File: src/hw/rtl/qrr_pkg.sv
// qrr_pkg: shared types and constants for the quadratic real roots block.
// No dependencies.
`default_nettype none
package qrr_pkg;
    typedef enum logic [1:0] {
        KIND_TWO     = 2'd0,
        KIND_ONE     = 2'd1,
        KIND_COMPLEX = 2'd2,
        KIND_A_ZERO  = 2'd3
    } t_kind;

    typedef struct packed {
        logic signed [15:0] coef_a;
        logic signed [15:0] coef_b;
        logic signed [15:0] coef_c;
    } t_in;

    typedef struct packed {
        logic signed [31:0] root_plus;
        logic signed [31:0] root_minus;
        t_kind              root_kind;
    } t_out;

    localparam int DISC_W = 35;
    localparam int SQRT_W = 18;
    localparam int NUM_W  = 19;
    localparam int QUO_W  = 36;
    localparam int DEN_W  = 17;
endpackage
`default_nettype wire

File: src/hw/rtl/qrr_div.sv
// qrr_div: pipelined restoring divider, one quotient bit per stage.
// Magnitude quotient of (num << 16) / den. Depends on qrr_pkg.
`default_nettype none
module qrr_div
    import qrr_pkg::*;
(
    input  wire logic               i_clk,
    input  wire logic [NUM_W-1:0]   i_num,
    input  wire logic [DEN_W-1:0]   i_den,
    output logic      [QUO_W-1:0]   o_quo
);
    localparam int N = NUM_W + 16;
    localparam int RW = DEN_W + 1;

    logic [N-1:0]  r_dvd [0:N];
    logic [RW-1:0] r_rem [0:N];
    logic [DEN_W-1:0] r_den [0:N];

    always_comb begin
        r_dvd[0] = {i_num, 16'd0};
        r_rem[0] = '0;
        r_den[0] = i_den;
    end

    for (genvar g = 0; g < N; g++) begin : g_st
        logic [RW-1:0] n_trial;
        logic [RW-1:0] n_sh;
        always_comb begin
            n_sh    = {r_rem[g][RW-2:0], r_dvd[g][N-1]};
            n_trial = n_sh - {1'b0, r_den[g]};
        end
        always_ff @(posedge i_clk) begin
            r_den[g+1] <= r_den[g];
            if (!n_trial[RW-1]) begin
                r_rem[g+1] <= n_trial;
                r_dvd[g+1] <= {r_dvd[g][N-2:0], 1'b1};
            end else begin
                r_rem[g+1] <= n_sh;
                r_dvd[g+1] <= {r_dvd[g][N-2:0], 1'b0};
            end
        end
    end

    assign o_quo = QUO_W'(r_dvd[N]);
endmodule
`default_nettype wire

File: config.mk
export PLATFORM = sky130hd
export DESIGN_NAME = qrr_div
export DESIGN_NICKNAME = d
export VERILOG_FILES = /design/src/hw/rtl/qrr_pkg.sv /design/src/hw/rtl/qrr_div.sv
export SDC_FILE = /design/constraint.sdc
export NUM_CORES = 2
export LEC_CHECK = 0
export ABC_AREA = 0
export BUFFER_PORTS_ARGS = -buffer_cell sky130_fd_sc_hd__clkbuf_2
export CORE_MARGIN = 4
export CORE_UTILIZATION = 30
export DETAILED_ROUTE_END_ITERATION = 10
export SYNTH_ARGS = -nofsm -noshare
export SYNTH_HDL_FRONTEND = slang
export SYNTH_SLANG_ARGS = --single-unit
File: constraint.sdc
create_clock -name i_clk -period 3.3 [get_ports i_clk]
set_clock_uncertainty 0.1 [all_clocks]
set_input_delay 0.165 -clock i_clk [delete_from_list [all_inputs] [get_ports i_clk]]
set_output_delay 0.165 -clock i_clk [all_outputs]
set_load 0.01 [all_outputs]
# == Word level (Yosys, flattened, before mapping) ==
# Cells that the tools add are included.
# word_totals
register_bits,2381
in_bits,37
output_inout_bits,36
elab_cells,208
# classes
n_addsub,35
mux,69
# ops
op,n
subtractor 18 x 17 -> 18 bit,34
two-way mux 17 bit,33
two-way mux 1 bit,36
subtractor 1 x 17 -> 18 bit,1

# == Depth between registers and ports, before layout ==
# logic_depth
word_depth,2
depth_mapped,11
ltp_nobuf,11

# == Worst setup path before layout ==
# No wires, ideal clock.
# synth_path
kind,reg2reg
from,register r_den[579] (netlist name)
to,register r_rem (netlist bit g_st[2].n_sh[10])
setup_time_ps,123
arrival_ps,2718
required_time_ps,3077
setup_slack_ps,359
stages_incl_launch_ff,12
path_buffers,1
synth_period_minus_slack_ps,2941
path_cell_list,dfxtp_1 -> inv_1 -> ha_1 -> nor2b_1 -> o31ai_2 -> a21oi_2 -> a221oi_4 -> o21bai_2 -> a221oi_4 -> xor2_4 -> buf_6 -> mux2_1
# synth_between
elab_chain_len,2
# synth_rtl
element,line,text
"start, declared",qrr_div.sv:17,logic [DEN_W-1:0] r_den [0:N];
"start signal, assigned by index",qrr_div.sv:33,r_den[g+1] <= r_den[g];
subtractor 18 x 17 -> 18 bit,qrr_div.sv:30,"n_trial = n_sh - {1'b0, r_den[g]};"
two-way mux 17 bit,qrr_div.sv:34,if (!n_trial[RW-1]) begin
"end signal, assigned by index",qrr_div.sv:35,r_rem[g+1] <= n_trial;
"end signal, assigned by index",qrr_div.sv:38,r_rem[g+1] <= n_sh;
"end, declared",qrr_div.sv:16,logic [RW-1:0] r_rem [0:N];
# No other way between the ends.
# A chain may end at the register's enable or synchronous reset.

# == Worst setup path after layout ==
# layout_path
from,register r_den[188] (netlist name)
to,register r_rem (netlist bit g_st[25].n_sh[7])
# Same word-level chain as after synthesis.

==> results.json <==
{
  "post-route-period-util_pct": 96.5,
  "slew_headroom_pct": 45.8,
  "power_mw": 103,
  "synth_cells": 6854,
  "instances_no_fill": 10600,
  "endpoint_kind": "register",
  "rows": 182,
  "synthFlopType": "dfxtp_1",
  "hold_path_class": "input pin to register",
  "maxCapViolCount": 0,
  "place_area_mm2": 0.0793,
  "holdWs_ps": 163,
  "min_from": "i_den[1]",
  "combPwrFrac_pct": 42.0,
  "nets": 7893,
  "drive_above_1_share_pct": 14.6,
  "p_sw_share_pct": 33.3,
  "p_leak_nw": 39.4,
  "cp_data_arrival_time_ps": 3760,
  "pre_cts_ws_ps": 7.52,
  "dieArea_mm2": 0.255,
  "n_antenna_cell": 0,
  "ir_worst_vdd_mv": 0.559,
  "synth_edf_count": 0,
  "wl_per_cell_um": 12.6,
  "ys_ff_latch": 1957,
  "numCtsBuffers": 208,
  "vias_per_cell": 4.45,
  "start_util_pct": 30.1,
  "worstPathRequired_ps": 3880,
  "hold_depth": 5,
  "fp.dieW_um": 505,
  "final.setup.worst_slack_ps": 114,
  "grt_pass1_vias": 48000,
  "io_pins": 73,
  "cts-root-buf": "clkbuf_16",
  "clkLatencyLatePin_ps": 850,
  "drt_iter0_markers": 2293,
  "ctsLongestPathBuffers": 3,
  "crit_type": "register to register",
  "r2r_cells": 10,
  "crit_buf_inv": 2,
  "vias": 47400,
  "yosysSeqAreaShare_pct": 52.9,
  "core_area_mm2": 0.246,
  "hold_violations": 0,
  "r2r_start": "r_den[188]$_DFF_P_",
  "port_buffers": 71,
  "path_delay_family": "compound AO/OA/AOI/OAI gates",
  "ant_nets": 0,
  "die_h_um": 505,
  "setup_violations": 0,
  "drc_errors": 0,
  "synth_cell_type_count": 84,
  "pwr-share-clk_pct": 23.7,
  "fmax_ghz": 0.314,
  "cts_tree": "done",
  "p_int_mw": 68.6,
  "design_area_mm2": 0.0877,
  "utilization_pct": 35.7,
  "clock_sinks": 1957,
  "ys_warn_count": 0,
  "holdPathEnd": "g_st[1].n_sh[2]$_SDFF_PN0_",
  "avgSynthCellArea_um2": 10.8,
  "start_kind": "register",
  "wl_mm": 134,
  "htreeDepth": 4,
  "drt_pre_antenna_iters": 5,
  "worst_pin_slew_ps": 806,
  "cp_cell_sequence": "inv_1 -> ha_1 -> nor2b_1 -> o31a_1 -> o31ai_2 -> o31ai_1 -> a221oi_1 -> xnor2_2 -> buf_12 -> mux2_2",
  "async_flop_share_pct": 0,
  "critPathMaxFanout": 22,
  "syn_to_final_growth_pct": 18.4,
  "max_stage_delay_ps": 460,
  "slowest_stage": "a221oi_1",
  "grt_antenna_before_repair": 0,
  "seqCellArea_mm2": 0.0392,
  "p_per_area_mw_per_mm2": 1170,
  "place.gp.congestion": 0.847,
  "grtUsageTotal_pct": 10.3,
  "power_frac_seq_pct": 34.3,
  "status": "complete, no violations",
  "clkSlewWorstSetupHoldPaths_ps": 60,
  "place_inst": 10200,
  "fill_cells": 24000,
  "grt-ovfl-total": 0,
  "slew_viol_final": 0,
  "p_switching_mw": 34.2,
  "r2r_end": "g_st[25].n_sh[7]$_DFF_P_",
  "multi_input_area_mm2": 0.0318,
  "place_hpwl_mm": 97.3,
  "post-route-min-period_ps": 3190,
  "netlist_area_mm2": 0.0741,
  "grt_pass1_wl_mm": 228,
  "reg2reg_slack_ps": 110,
  "tns_ps": 0,
  "grt_max_degree": 24
}
cell type report:
type	count	area share, %
Clock inverter	103	1.78
Timing Repair Buffer	296	2.78
Clock buffer	275	6.70
Inverter	757	3.24
Sequential cell	1957	44.7
Tap cell	3220	4.59
Multi-Input combinational cell	4039	36.3
tightest hold or removal path, stage by stage:
cell and delay [ps]:
dlygate4sd3_1 530, clkbuf_2 120, inv_1 50, ha_1 120, and2_1 100
Yosys cell counts, types with 9 or more instances:
library cell | instances | area (µm²)
dfxtp_1 | 1957 | 39200
inv_1 | 757 | 2840
ha_1 | 564 | 7060
nor2_1 | 447 | 1680
mux2_2 | 393 | 4430
a21oi_1 | 384 | 1920
xnor2_1 | 272 | 2380
o21ai_0 | 240 | 1200
nand2_1 | 204 | 766
a21o_1 | 202 | 1520
o21a_1 | 115 | 863
nor2b_1 | 106 | 663
xor2_1 | 94 | 823
nand3_1 | 93 | 465
a31oi_1 | 88 | 551
o21bai_1 | 79 | 593
nand2b_1 | 75 | 469
mux2i_1 | 70 | 701
nor3_1 | 59 | 295
buf_4 | 49 | 368
o31a_1 | 40 | 350
nand4_1 | 39 | 244
or3_1 | 38 | 238
fa_1 | 33 | 661
buf_2 | 30 | 150
and2_1 | 29 | 181
a211oi_1 | 27 | 203
clkbuf_1 | 25 | 93.8
o31ai_1 | 25 | 188
o31ai_2 | 25 | 313
a41oi_1 | 24 | 210
o211ai_1 | 22 | 165
a21boi_0 | 21 | 158
and3_1 | 15 | 93.8
o2111ai_1 | 15 | 131
and4_1 | 13 | 114
xnor2_2 | 13 | 211
a221oi_1 | 12 | 105
o21ai_1 | 12 | 60.1
o22a_1 | 12 | 105
a31o_2 | 11 | 96.3
o311a_1 | 9 | 90.1
cell usage in the layout, fill, tap and decap left out, types with 59 or more instances in the layout:
cell and count:
nand2_1 204, a31oi_1 87, xnor2_1 259, buf_4 136
o21ai_0 239, mux2i_1 70, dfxtp_1 1957, nor2_1 447
dlygate4sd3_1 72, mux2_2 393, a21o_1 202, nand3_1 93
a21oi_1 384, ha_1 564, xor2_1 89, o21a_1 115
nand2b_1 75, inv_1 757, clkbuf_16 209, nor3_1 59
nor2b_1 106, clkbuf_2 71, o21bai_1 79
worst max-delay path by stage:
stage	startpoint	to	slack, ps	cells past startpoint
2_1_floorplan	r_den[579]$_DFF_P_	g_st[2].n_sh[10]$_DFF_P_	360	11
3_5_place_dp	r_den[392]$_DFF_P_	g_st[13].n_sh[10]$_DFF_P_	8	10
4_1_cts	r_den[494]$_DFF_P_	g_st[7].n_sh[17]$_DFF_P_	10	10
5_1_grt	r_den[465]$_DFF_P_	g_st[9].n_sh[4]$_DFF_P_	-20	11
3_3_place_gp	r_den[35]$_DFF_P_	g_st[34].n_sh[7]$_DFF_P_	80	10
6_report	r_den[188]$_DFF_P_	g_st[25].n_sh[7]$_DFF_P_	110	10
flip-flops by register name, indices dropped and copies added, names as in the netlist:
register,flops
r_den,578
r_dvd,748
g_st.n_sh,596
o_quo,35
power groups by stage:
stage | registers [mW] | logic (mW) | clock network (mW)
floorplan | 34.3 | 34.0 | 0
global placement | 35.9 | 41.2 | 0
detailed placement | 35.9 | 42.3 | 0
CTS | 35.4 | 42.9 | 25.5
global route | 36.1 | 48.1 | 26.3
finish | 35.3 | 43.2 | 24.4
routing by layer:
layer / vias to the layer above / GRT usage, % / routed length, µm
li1: 24200 / - / -
met2: 745 / 18.1 / 64700
met3: 305 / 2.24 / 5530
met4: 0 / 3.65 / 3950
met1: 22100 / 12.4 / 60100
met5: - / 0 / 0
cells by family (layout without fill, tap and decap cells):
group                    count (synthesis)  after routing  synth area share, %
adder cells (fa/ha/maj)                597            597                 10.4
AO/OA/AOI/OAI                         1432           1432                 12.9
multiplexers                           470            470                 7.03
buffers and inverters                  865           1431                 4.71
XOR/XNOR                               381            381                 4.67
flip-flops                            1957           1957                 52.9
other                                    1              8              0.00506
AND/OR/NAND/NOR                       1151           1151                 7.39
what timing repair did:
| item | in CTS | in global routing |
|---|---|---|
| hold endpoints to repair | 46 | 0 |
| resized for setup | 4 | 23 |
| gates cloned | 0 | 0 |
| buffers inserted | 0 | 4 |
| endpoints found under the setup margin | 32 | 269 |
| pin swaps | 0 | 2 |
| hold buffers | 72 | 0 |
Note: power is estimated with default switching activity, not from simulation.
